File: config.mk
export PLATFORM = sky130hd
export DESIGN_NAME = apu_frame_sequencer_length_counters_top
export DESIGN_NICKNAME = d
export VERILOG_FILES = /design/src/sv/afs_pkg.sv /design/src/sv/apu_frame_sequencer_length_counters_top.sv /design/src/sv/afs_engine.sv
export SDC_FILE = /design/constraint.sdc
export NUM_CORES = 1
export LEC_CHECK = 0
export ABC_AREA = 1
export BUFFER_PORTS_ARGS = -buffer_cell sky130_fd_sc_hd__buf_2
export CELL_PAD_IN_SITES_DETAIL_PLACEMENT = 2
export CELL_PAD_IN_SITES_GLOBAL_PLACEMENT = 2
export CORE_ASPECT_RATIO = 1.4
export CORE_MARGIN = 8
export CORE_UTILIZATION = 35
export DETAILED_ROUTE_END_ITERATION = 12
export PLACE_DENSITY = 0.9
export SLEW_MARGIN = 30
export SYNTH_ARGS = -nofsm -noshare
export SYNTH_HDL_FRONTEND = slang
export SYNTH_SLANG_ARGS = --single-unit
File: constraint.sdc
create_clock -name clock -period 3.4 [get_ports clock]
set_input_delay 0.34 -clock clock [delete_from_list [all_inputs] [get_ports clock]]
set_output_delay 0.34 -clock clock [all_outputs]
set_load 0.01 [all_outputs]
File: src/sv/afs_pkg.sv
`timescale 1ns / 1ps

package afs_pkg;

   typedef enum logic [1:0] {
      CMD_TICK  = 2'd0,
      CMD_WRITE = 2'd1,
      CMD_READ  = 2'd2
   } command_type;

   localparam logic [14:0] STEP_ONE   = 15'd3728;
   localparam logic [14:0] STEP_TWO   = 15'd7456;
   localparam logic [14:0] STEP_THREE = 15'd11185;
   localparam logic [14:0] STEP_FOUR  = 15'd14914;
   localparam logic [14:0] STEP_FIVE  = 15'd18640;

   localparam logic [11:0] CHANNEL_PAGE  = 12'h400;
   localparam logic [13:0] SAMPLE_PAGE   = 14'h1004;
   localparam logic [15:0] STATUS_ADDR   = 16'h4015;
   localparam logic [15:0] FRAME_ADDR    = 16'h4017;

   localparam logic [1:0] REG_CONTROL = 2'd0;
   localparam logic [1:0] REG_LOAD    = 2'd3;
   localparam logic [1:0] CH_TRIANGLE = 2'd2;

   localparam logic [2:0] DELAY_ODD  = 3'd4;
   localparam logic [2:0] DELAY_EVEN = 3'd3;

   typedef struct packed {
      logic [7:0] read_data;
      logic       claimed;
      logic       irq_request;
      logic       frame_clock;
      logic       half_clock;
   } result_type;

   function automatic logic [7:0] load_length(input logic [4:0] index);
      logic [7:0] value;
      case (index)
         5'd0:  value = 8'd10;
         5'd1:  value = 8'd254;
         5'd2:  value = 8'd20;
         5'd3:  value = 8'd2;
         5'd4:  value = 8'd40;
         5'd5:  value = 8'd4;
         5'd6:  value = 8'd80;
         5'd7:  value = 8'd6;
         5'd8:  value = 8'd160;
         5'd9:  value = 8'd8;
         5'd10: value = 8'd60;
         5'd11: value = 8'd10;
         5'd12: value = 8'd14;
         5'd13: value = 8'd12;
         5'd14: value = 8'd26;
         5'd15: value = 8'd14;
         5'd16: value = 8'd12;
         5'd17: value = 8'd16;
         5'd18: value = 8'd24;
         5'd19: value = 8'd18;
         5'd20: value = 8'd48;
         5'd21: value = 8'd20;
         5'd22: value = 8'd96;
         5'd23: value = 8'd22;
         5'd24: value = 8'd192;
         5'd25: value = 8'd24;
         5'd26: value = 8'd72;
         5'd27: value = 8'd26;
         5'd28: value = 8'd16;
         5'd29: value = 8'd28;
         5'd30: value = 8'd32;
         default: value = 8'd30;
      endcase
      return value;
   endfunction

endpackage

File: src/sv/apu_frame_sequencer_length_counters_top.sv
`timescale 1ns / 1ps
// Frame sequencer and four length counters of a console audio unit.
// Request channel (req_valid / req_stall): one beat per item, req_command
// selects a cpu-cycle tick, a bus write or a bus read; req_bus_address and
// req_write_data carry the access.
// Response channel (rsp_valid / rsp_stall): exactly one beat per request,
// in order: status byte, claim flag, interrupt request and frame clocks.
// A request beat lands in an input register, is worked combinationally against
// the sequencer and counter state, and its response beat is then captured in
// the output register, whose valid bit drives rsp_valid.
// Throughput is one beat per cycle while rsp_stall is low.
// When rsp_stall is high the output register holds its beat; the input
// register still takes one more beat, then req_stall rises until the
// output frees up.
// Synchronous reset clears the sequencer, the mode and interrupt bits and
// all length counters, halts and enables, and empties both registers.
module apu_frame_sequencer_length_counters_top import afs_pkg::*; (
   input  logic        clock,
   input  logic        reset,
   input  logic        req_valid,
   output logic        req_stall,
   input  logic [1:0]  req_command,
   input  logic [15:0] req_bus_address,
   input  logic [7:0]  req_write_data,
   output logic        rsp_valid,
   input  logic        rsp_stall,
   output logic [7:0]  rsp_read_data,
   output logic        rsp_claimed,
   output logic        rsp_irq_request,
   output logic        rsp_frame_clock,
   output logic        rsp_half_clock
);

   logic        in_valid_ff;
   logic [1:0]  command_ff;
   logic [15:0] bus_address_ff;
   logic [7:0]  write_data_ff;
   logic        out_valid_ff;
   result_type  result_ff;
   result_type  result_in;
   logic        advance;
   logic        accept;

   assign advance   = in_valid_ff && (!out_valid_ff || !rsp_stall);
   assign req_stall = in_valid_ff && !advance;
   assign accept    = req_valid && !req_stall;

   afs_engine u_engine (
      .clock       (clock),
      .reset       (reset),
      .fire        (advance),
      .command     (command_ff),
      .bus_address (bus_address_ff),
      .write_data  (write_data_ff),
      .result      (result_in)
   );

   always_ff @(posedge clock) begin
      if (reset) begin
         in_valid_ff  <= 1'b0;
         out_valid_ff <= 1'b0;
      end else begin
         if (accept) begin
            in_valid_ff <= 1'b1;
         end else if (advance) begin
            in_valid_ff <= 1'b0;
         end
         if (advance) begin
            out_valid_ff <= 1'b1;
         end else if (!rsp_stall) begin
            out_valid_ff <= 1'b0;
         end
      end
      if (accept) begin
         command_ff     <= req_command;
         bus_address_ff <= req_bus_address;
         write_data_ff  <= req_write_data;
      end
      if (advance) begin
         result_ff <= result_in;
      end
   end

   assign rsp_valid       = out_valid_ff;
   assign rsp_read_data   = result_ff.read_data;
   assign rsp_claimed     = result_ff.claimed;
   assign rsp_irq_request = result_ff.irq_request;
   assign rsp_frame_clock = result_ff.frame_clock;
   assign rsp_half_clock  = result_ff.half_clock;

   a_half_is_frame: assert property (@(posedge clock) disable iff (reset)
      out_valid_ff && result_ff.half_clock |-> result_ff.frame_clock)
      else $error("half clock without frame clock");

   a_irq_on_half: assert property (@(posedge clock) disable iff (reset)
      out_valid_ff && result_ff.irq_request |-> result_ff.half_clock)
      else $error("interrupt request off the half clock step");

   a_no_overwrite: assert property (@(posedge clock) disable iff (reset)
      out_valid_ff && rsp_stall |-> !advance)
      else $error("stalled response beat overwritten");

endmodule

File: src/sv/afs_engine.sv
`timescale 1ns / 1ps

module afs_engine import afs_pkg::*; (
   input  logic        clock,
   input  logic        reset,
   input  logic        fire,
   input  logic [1:0]  command,
   input  logic [15:0] bus_address,
   input  logic [7:0]  write_data,
   output result_type  result
);

   logic [14:0]     frame_cycle_ff, frame_cycle_in;
   logic            odd_phase_ff, odd_phase_in;
   logic            five_step_mode_ff, five_step_mode_in;
   logic            irq_inhibit_ff, irq_inhibit_in;
   logic            frame_irq_flag_ff, frame_irq_flag_in;
   logic [2:0]      mode_change_delay_ff, mode_change_delay_in;
   logic [3:0][7:0] length_count_ff, length_count_in;
   logic [3:0]      length_halt_ff, length_halt_in;
   logic [3:0]      length_enable_ff, length_enable_in;
   logic            sample_enable_ff, sample_enable_in;

   always_comb begin
      logic [14:0] fc;
      logic        quarter;
      logic        half;
      logic        irq;
      logic        wrap;
      logic [1:0]  ch;
      logic [3:0]  nonzero;

      frame_cycle_in       = frame_cycle_ff;
      odd_phase_in         = odd_phase_ff;
      five_step_mode_in    = five_step_mode_ff;
      irq_inhibit_in       = irq_inhibit_ff;
      frame_irq_flag_in    = frame_irq_flag_ff;
      mode_change_delay_in = mode_change_delay_ff;
      length_count_in      = length_count_ff;
      length_halt_in       = length_halt_ff;
      length_enable_in     = length_enable_ff;
      sample_enable_in     = sample_enable_ff;
      result               = '0;
      fc      = frame_cycle_ff;
      quarter = 1'b0;
      half    = 1'b0;
      irq     = 1'b0;
      wrap    = 1'b0;
      ch      = bus_address[3:2];
      for (int k = 0; k < 4; k++) begin
         nonzero[k] = (length_count_ff[k] != 8'd0);
      end

      case (command)
         CMD_TICK: begin
            if (!five_step_mode_ff && frame_cycle_ff == STEP_FOUR) begin
               frame_irq_flag_in = !irq_inhibit_ff;
            end
            if (odd_phase_ff) begin
               wrap = five_step_mode_ff ? (frame_cycle_ff > STEP_FIVE)
                                        : (frame_cycle_ff > STEP_FOUR);
               if (wrap) begin
                  fc = '0;
               end
               if (fc == STEP_TWO || fc == STEP_FIVE) begin
                  half = 1'b1;
               end else if (fc == STEP_ONE || fc == STEP_THREE) begin
                  quarter = 1'b1;
               end else if (fc == STEP_FOUR && !five_step_mode_ff) begin
                  half = 1'b1;
                  irq  = frame_irq_flag_in;
               end
               frame_cycle_in = fc + 15'd1;
            end
            if (mode_change_delay_ff != 3'd0) begin
               mode_change_delay_in = mode_change_delay_ff - 3'd1;
               if (mode_change_delay_ff == 3'd1) begin
                  half           = half | five_step_mode_ff;
                  frame_cycle_in = '0;
               end
            end
            if (half) begin
               for (int k = 0; k < 4; k++) begin
                  if (nonzero[k] && !length_halt_ff[k]) begin
                     length_count_in[k] = length_count_ff[k] - 8'd1;
                  end
               end
            end
            odd_phase_in       = !odd_phase_ff;
            result.irq_request = irq;
            result.frame_clock = quarter | half;
            result.half_clock  = half;
         end
         CMD_WRITE: begin
            if (bus_address[15:4] == CHANNEL_PAGE) begin
               result.claimed = 1'b1;
               if (bus_address[1:0] == REG_CONTROL) begin
                  length_halt_in[ch] = (ch == CH_TRIANGLE) ? write_data[7] : write_data[5];
               end else if (bus_address[1:0] == REG_LOAD && length_enable_ff[ch]) begin
                  length_count_in[ch] = load_length(write_data[7:3]);
               end
            end else if (bus_address[15:2] == SAMPLE_PAGE) begin
               result.claimed = 1'b1;
            end else if (bus_address == STATUS_ADDR) begin
               result.claimed   = 1'b1;
               length_enable_in = write_data[3:0];
               for (int k = 0; k < 4; k++) begin
                  if (!write_data[k]) begin
                     length_count_in[k] = 8'd0;
                  end
               end
               sample_enable_in = write_data[4];
            end else if (bus_address == FRAME_ADDR) begin
               result.claimed    = 1'b1;
               five_step_mode_in = write_data[7];
               irq_inhibit_in    = write_data[6];
               if (write_data[6]) begin
                  frame_irq_flag_in = 1'b0;
               end
               mode_change_delay_in = odd_phase_ff ? DELAY_ODD : DELAY_EVEN;
            end
         end
         CMD_READ: begin
            if (bus_address == STATUS_ADDR) begin
               result.claimed   = 1'b1;
               result.read_data = {1'b0, frame_irq_flag_ff, 1'b0, sample_enable_ff, nonzero};
               frame_irq_flag_in = 1'b0;
            end
         end
         default: begin
         end
      endcase
   end

   always_ff @(posedge clock) begin
      if (reset) begin
         frame_cycle_ff       <= '0;
         odd_phase_ff         <= 1'b0;
         five_step_mode_ff    <= 1'b0;
         irq_inhibit_ff       <= 1'b0;
         frame_irq_flag_ff    <= 1'b0;
         mode_change_delay_ff <= '0;
         length_count_ff      <= '0;
         length_halt_ff       <= '0;
         length_enable_ff     <= '0;
         sample_enable_ff     <= 1'b0;
      end else if (fire) begin
         frame_cycle_ff       <= frame_cycle_in;
         odd_phase_ff         <= odd_phase_in;
         five_step_mode_ff    <= five_step_mode_in;
         irq_inhibit_ff       <= irq_inhibit_in;
         frame_irq_flag_ff    <= frame_irq_flag_in;
         mode_change_delay_ff <= mode_change_delay_in;
         length_count_ff      <= length_count_in;
         length_halt_ff       <= length_halt_in;
         length_enable_ff     <= length_enable_in;
         sample_enable_ff     <= sample_enable_in;
      end
   end

   a_delay_range: assert property (@(posedge clock) disable iff (reset)
      mode_change_delay_ff <= DELAY_ODD)
      else $error("mode change delay out of range");

   a_cycle_range: assert property (@(posedge clock) disable iff (reset)
      frame_cycle_ff <= STEP_FIVE + 15'd1)
      else $error("frame cycle ran past its wrap point");

   a_read_clears_flag: assert property (@(posedge clock) disable iff (reset)
      fire && command == CMD_READ && bus_address == STATUS_ADDR |=> !frame_irq_flag_ff)
      else $error("status read left the frame interrupt flag set");

   a_disabled_empty: assert property (@(posedge clock) disable iff (reset)
      fire && command == CMD_WRITE && bus_address == STATUS_ADDR && !write_data[0]
      |=> length_count_ff[0] == 8'd0)
      else $error("disabled length counter kept a count");

endmodule
==> out/results.ini, run 1 <==
[timing]
finClkSkew_ns = 0.0137
finalCritPeriodShare_pct = 81.0
max_slew_margin_pct = 45.2
hold_viol = 0
slew_violations = 0
setup_viol = 0
period_minus_slack_ns = 2.75
rsz0062_at_grt = no
worst_pin_slew_ns = 0.813
fmax_mhz = 363
tns_ns = 0

[worst_setup_path]
required_ns = 3.70
cpMostUsedCell = inv_1
worstPathMaxFanout = 18
slowest_delay_ns = 0.44
cp_top_family = compound AO/OA/AOI/OAI gates
worstSetupPathType = register to register
crit_slowest_cell = edfxtp_1
critPathLaunchType = register
crit_path_cell_trace = inv_1 -> ha_1 -> inv_1 -> nor2_1 -> clkinv_1 -> buf_4 -> a21oi_2 -> inv_1 -> a21oi_1 -> o31ai_1 -> a21oi_1
crit_path_end_kind = register
crit_arrival_ns = 3.06
cp.buffers_inverters = 5

[die]
coreArea_um2 = 18000
dieArea_um2 = 23000
die_y_um = 176
ioPinCount = 44
die_w_um = 130
start_util_pct = 35.6
row_count = 58

[detailed_routing]
ant_nets = 0
drt_pass1_iterations = 4
viasPerCell = 5.38
drc = 0
vias = 6488
drt_iter0_drc = 212
wl_per_cell_um = 19.7
wl_mm = 23.8

[synth]
syn_inst = 920
netlist_area_um2 = 6410
async_flop_share_pct = 0
synth_edf_count = 36
seq_area_frac_synth_pct = 39.3
synth.avg_cell_area_um2 = 6.97
synthFlopType = dfxtp_1
yosysUniqueCellTypes = 47
yosysWarnings = 0
synth-seq-cells = 108

[job]
drv_cap = 0

[clocking]
cts_resized = 0
path_clk_slew_ns = 0.09
cts_buffers = 9
postCtsSetupRepairBufs = 0
ctsHoldBuffers = 0
insertion_delay_ns = 0.37
cts_max_level = 3
cts_tree = built
cts_root_buffer = clkbuf_16
cts.path.max_buffers = 2
clock_sinks = 108

[global_routing]
grt_pass1_wl_mm = 39.1
overflow = 0
antenna_found_initial = 0
grt-busiest-layer = met2
grt_max_degree = 47
use_met2_pct = 41.8
grt.total_usage_pct = 21.8
met1_usage_pct = 22.0
grt_pass1_vias = 7544
gr-usage-met3_pct = 2.57

[power_and_ir_drop]
leakage_nw = 3.08
peakVddDrop_mv = 0.209
powerDensity_nw_per_um2 = 416

[placement]
hpwl_mm = 17.6
port_buffers = 41
gp_congestion = 0.826
placed_area_um2 = 6880

[cells_and_area]
fin_nets = 1007
drive_above_1_share_pct = 10.5
final_cell_area_um2 = 7180
syn_to_final_growth_pct = 12.0
diodes = 0

[min_path]
hold_path_class = input port to register

[run_status]
outcome = finished clean

## flip-flops by register name (all words and copies together), names as in the netlist, 2 cells and up, named ones only
signal	flops
u_engine.length_enable_ff	4
rsp_read_data	6
command_ff	2
bus_address_ff	16
u_engine.length_halt_ff	4
u_engine.frame_cycle_ff	15
write_data_ff	8
u_engine.length_count_ff	32
u_engine.mode_change_delay_ff	3
## cell families (layout without fill, tap and decap cells)
logic type               Yosys count  in the layout  share of synthesized area, %
AO/OA/AOI/OAI                    165            165                          14.4
flip-flops                       108            108                          39.3
XOR/XNOR                          15             15                          2.05
AND/OR/NAND/NOR                  468            468                          31.7
adder cells (fa/ha/maj)           17             17                          3.32
other                              1              2                        0.0585
buffers and inverters            146            190                          9.21
## final timing paths
kind | from | end | slack [ns] | cells after the start
max | command_ff[0]$_DFFE_PP_ | u_engine.frame_cycle_ff[1]$_SDFFE_PP0P_ | 0.65 | 11
min | req_bus_address[5] | bus_address_ff[5]$_DFFE_PP_ | 0.14 | 1
max reg2reg | command_ff[0]$_DFFE_PP_ | u_engine.frame_cycle_ff[1]$_SDFFE_PP0P_ | 0.65 | 11
min reg2reg | in_valid_ff$_SDFFE_PP0P_ | rsp_valid$_SDFFE_PP0P_ | 0.50 | 2
## power by group
part / switching, W / internal, W / leakage, nW
registers: 0.0000338 / 0.00139 / 0.938
clock network: 0.000582 / 0.000526 / 0.148
logic: 0.000317 / 0.000143 / 2.00
## cell usage in the layout (no fill, tap or decap), types with 16 or more instances in the layout
cell type    n
nor3_1      18
ha_1        17
nor2_1     164
inv_1      108
dfxtp_1     72
edfxtp_1    36
buf_2       41
o21ai_0     72
nand4_1     16
a21oi_1     52
nand2_1    195
nand3_1     44
## synth_stat cells (4+ instances only)
cell type	n	area share, %
or2_2	6	0.59
inv_2	9	0.53
buf_2	4	0.31
dfxtp_1	72	22
o211ai_1	4	0.47
nor4_1	8	0.78
a21oi_1	52	4.1
nand3_1	44	3.4
nor2_1	164	9.6
nand2_1	195	11
edfxtp_1	36	17
a311oi_1	4	0.55
clkbuf_1	15	0.88
o21ai_0	72	5.6
o21ai_1	4	0.31
ha_1	17	3.3
xor2_1	12	1.6
nor2_2	4	0.39
nand3_4	5	1.4
o22ai_1	6	0.59
nand4_1	16	1.6
nor3_1	18	1.4
a31oi_1	5	0.49
buf_6	4	0.70
inv_1	108	6.3
## area by class of cell
type / count / area, um2
clock buffers: 9 / 225
clock inverters: 7 / 78.8
fillers: 2238 / 10800
inverters: 120 / 450
multi-input cells: 667 / 3300
flip-flops and latches: 108 / 2520
well taps: 240 / 300
repair buffers: 54 / 303
## routing by layer
layer,up-vias,part of all wire [%],wire [um]
li1,3087,-,-
met1,3233,38,9060
met2,104,56,13300
met3,64,1.7,414
met4,0,4.2,998
met5,-,0,0
## stage by stage
stage	setup slack (ns)	hold slack, ns	total power [W]	util [%]	instances
floorplan	0.641	0.431	0.00174	-	921
global placement	0.808	0.464	0.00187	38.2	1189
detailed placement	0.624	0.485	0.00190	38.2	1189
CTS	0.627	0.124	0.00303	39.9	1205
global route	0.335	0.132	0.00312	39.9	1205
finish	0.646	0.139	0.00299	39.9	1205
Power figures use the tool's default switching activity.
==> run 2: changes to the inputs <==
--- a/config.mk
+++ b/config.mk
@@ -5,15 +5,15 @@
 export SDC_FILE = /design/constraint.sdc
 export NUM_CORES = 1
 export LEC_CHECK = 0
-export ABC_AREA = 1
+export ABC_AREA = 0
 export BUFFER_PORTS_ARGS = -buffer_cell sky130_fd_sc_hd__buf_2
 export CELL_PAD_IN_SITES_DETAIL_PLACEMENT = 2
 export CELL_PAD_IN_SITES_GLOBAL_PLACEMENT = 2
 export CORE_ASPECT_RATIO = 1.4
 export CORE_MARGIN = 8
-export CORE_UTILIZATION = 35
+export CORE_UTILIZATION = 37
 export DETAILED_ROUTE_END_ITERATION = 12
-export PLACE_DENSITY = 0.9
+export PLACE_DENSITY = 0.88
 export SLEW_MARGIN = 30
 export SYNTH_ARGS = -nofsm -noshare
 export SYNTH_HDL_FRONTEND = slang
==> constraint.sdc (replaced) <==
create_clock -name clock -period 2.81 [get_ports clock]
set_input_delay 0.281 -clock clock [delete_from_list [all_inputs] [get_ports clock]]
set_output_delay 0.281 -clock clock [all_outputs]
set_load 0.01 [all_outputs]
==> run 2 against run 1 <==
Via count down 4.9%. Area after synthesis is 5.6% lower. Worst hold slack worse by 0.068 ns. Global-route usage up 3.5 points. Sequential cell count unchanged.
==> out/results.ini, run 2 <==
[synth]
synthFlopType = dfxtp_1
synth-seq-cells = 108  ; unchanged
synth.avg_cell_area_um2 = 8.63  ; +24%
yosysUniqueCellTypes = 63  ; +34%
synth.largest_area_cell = dfxtp_1
syn_inst = 702  ; -24%
ys_top_cells_by_count = 73 x a21oi_1, 72 x dfxtp_1, 62 x nor2_1, 44 x nand2_1, 37 x clkbuf_1
synth_area_leaders = dfxtp_1 24%, edfxtp_1 18%, a21oi_1 6.0%
seq_area_frac_synth_pct = 41.7  ; +2.3 points
synth_edf_count = 36  ; unchanged
yosysWarnings = 0  ; unchanged
synth.most_common_cell = a21oi_1
netlist_area_um2 = 6060  ; -5.6%
async_flop_share_pct = 0  ; unchanged
synth_top_area_share_pct = 23.8  ; +1.3 points

[die]
ioPinCount = 44  ; unchanged
die_w_um = 124  ; -4.8%
coreArea_um2 = 16100  ; -11%
row_count = 55  ; -5.2%
start_util_pct = 37.6  ; +2.0 points
die_y_um = 167  ; -5.0%
dieArea_um2 = 20800  ; -9.6%

[clocking]
insertion_delay_ns = 0.38  ; about the same
postCtsSetupRepairBufs = 0  ; unchanged
cts_root_buffer = clkbuf_16
cts_max_level = 3  ; unchanged
ctsHoldBuffers = 0  ; unchanged
cts.path.max_buffers = 2  ; unchanged
cts_buffers = 9  ; unchanged
clock_sinks = 108  ; unchanged
path_clk_slew_ns = 0.09  ; about the same
cts_tree = built

[global_routing]
overflow = 0  ; unchanged
grt_pass1_vias = 6894  ; -8.6%
antenna_found_initial = 0  ; unchanged
grt_pass1_wl_mm = 40.5  ; +3.5%
grt.total_usage_pct = 25.3  ; +3.5 points
grt_max_degree = 48  ; +2.1%

[cells_and_area]
fin_cells = 972  ; -19%
drive_above_1_share_pct = 18.9  ; +8.4 points
final_cell_area_um2 = 7150  ; -0.52%
largest_reg_flops = 32  ; unchanged
multi_input_area_um2 = 3350  ; +1.4%
seq_area_um2 = 2520  ; unchanged
syn_to_final_growth_pct = 18.0
nFillCells = 1769  ; -21%
mostFrequentLayoutCell = a21oi_1
diodes = 0  ; unchanged
top_regs = u_engine.length_count_ff: 32 flops, bus_address_ff: 16 flops, u_engine.frame_cycle_ff: 15 flops
fin_nets = 815  ; -19%
mostFrequentLayoutCells = 73 x a21oi_1, 72 x dfxtp_1, 61 x nor2_1, 55 x buf_4, 43 x nand2_1
top_register = u_engine.length_count_ff

[detailed_routing]
wl_mm = 26.5  ; +11%
ant_nets = 0  ; unchanged
wl_per_cell_um = 27.2  ; +38%
drt_iter0_drc = 417  ; +97%
drc = 0  ; unchanged
drt_pass1_iterations = 5  ; +1
viasPerCell = 6.35  ; +18%
vias = 6170  ; -4.9%

[power_and_ir_drop]
peakVddDrop_mv = 0.322  ; +54%
p_total_w = 0.00364  ; +22%
leakage_nw = 2.64  ; -14%
powerDensity_nw_per_um2 = 510  ; +22%

[job]
drv_cap = 0  ; unchanged

[min_path]
min_from = req_bus_address[3]
hold_path_class = input port to register

[worst_setup_path]
slowest_delay_ns = 0.46  ; +0.02 ns
cpMostUsedCell = buf_4
crit_path_cell_trace = nor4_1 -> buf_4 -> a31oi_2 -> a211oi_2 -> buf_4 -> nand4_1 -> buf_4 -> or3_1 -> a21oi_1
crit_path_end_kind = register
required_ns = 3.09  ; -0.61 ns
worstSetupPathType = register to register
r2r_start = bus_address_ff[13]$_DFFE_PP_
worstPathMaxFanout = 16  ; -2
crit_arrival_ns = 3.09  ; +0.03 ns
crit_start = bus_address_ff[13]$_DFFE_PP_
critPathLaunchType = register
crit_slowest_cell = nor4_1

[timing]
setup_viol = 0  ; unchanged
rsz0062_at_grt = yes
fmax_mhz = 356  ; -2.0%
max_slew_margin_pct = 52.8  ; +7.5 points
setup_ws_ns = 0.000700  ; -0.645 ns
slew_violations = 0  ; unchanged
worst_pin_slew_ns = 0.709  ; -0.104 ns
finClkSkew_ns = 0.0201  ; +0.00632 ns
finalCritPeriodShare_pct = 100  ; +19 points
period_minus_slack_ns = 2.81  ; +0.0553 ns
hold_viol = 0  ; unchanged
tns_ns = 0  ; unchanged

[placement]
hpwl_mm = 18.0  ; +2.2%
placed_area_um2 = 6730  ; -2.1%
port_buffers = 41  ; unchanged
placed_cells = 954  ; -20%
gp_congestion = 0.893  ; +8.1%
pre_cts_ws_ns = -0.0597  ; -0.684 ns

[run_status]
outcome = finished clean

run 2: changes by cell type after synthesis, moves of 21 or more:
cell | before | now
clkbuf_1 | 15 | 37
nand2_1 | 195 | 44
a21oi_1 | 52 | 73
o21ai_0 | 72 | 35
inv_1 | 108 | 27
nor2_1 | 164 | 62
run 2: logic make-up after synthesis:
family / share of synthesized area, %
AO/OA/AOI/OAI: 20.0
XOR/XNOR: 1.30
adder cells (fa/ha/maj): 3.51
buffers and inverters: 4.96
flip-flops: 41.7
multiplexers: 3.78
other: 0.0619
AND/OR/NAND/NOR: 24.7
run 2: layer usage:
layer	routed length [um]	GRT usage (%)	vias up
li1	-	-	2751
met1	9820	26.4	3125
met2	14400	46.1	193
met3	734	2.89	101
met4	1550	15.8	0
met5	0	0	-
run 2: layout make-up:
type	instances	share of cell area, %
Tap cell	199	3.48
Sequential cell	108	35.3
Clock inverter	7	1.07
Inverter	28	1.47
Multi-Input combinational cell	525	46.9
Timing Repair Buffer	96	8.65
Clock buffer	9	3.15
run 2: path summary, 6_finish.rpt:
path,to,slack [ns],depth (start not counted)
setup / recovery,u_engine.length_count_ff[31]$_SDFFE_PP0P_,0.0007,9
hold / removal,bus_address_ff[3]$_DFFE_PP_,0.07,1
setup reg to reg,u_engine.length_count_ff[31]$_SDFFE_PP0P_,0.0007,9
hold reg to reg,u_engine.length_count_ff[6]$_SDFFE_PP0P_,0.52,2
run 2: through the flow:
step           utilization [%]  hold WS [ns]
2_1_floorplan                -         0.380
3_5_place_dp              41.8         0.461
5_1_grt                   44.4        0.0647
6_report                  44.4        0.0713
3_3_place_gp              41.8         0.455
4_1_cts                   43.9        0.0660
run 2: report_power, final:
group / switching (W) / total, W / internal, W
combinational: 0.000331 / 0.000520 / 0.000188
sequential: 0.0000836 / 0.00176 / 0.00168
clock: 0.000721 / 0.00136 / 0.000643
run 2: repair_timing:
action | in CTS | in global routing
pin swaps | 1 | 0
setup endpoints to repair | 27 | 19
gates resized for setup | 7 | 18
cloned | 0 | 2
run 2: critical path: cells and delay by family (launching register included):
kind,cells,cell delay [ns]
and+or+nand+nor,3,0.95
DFF,1,0.42
AOI/OAI and AO/OA,3,0.70
buffers and inverters,3,0.63
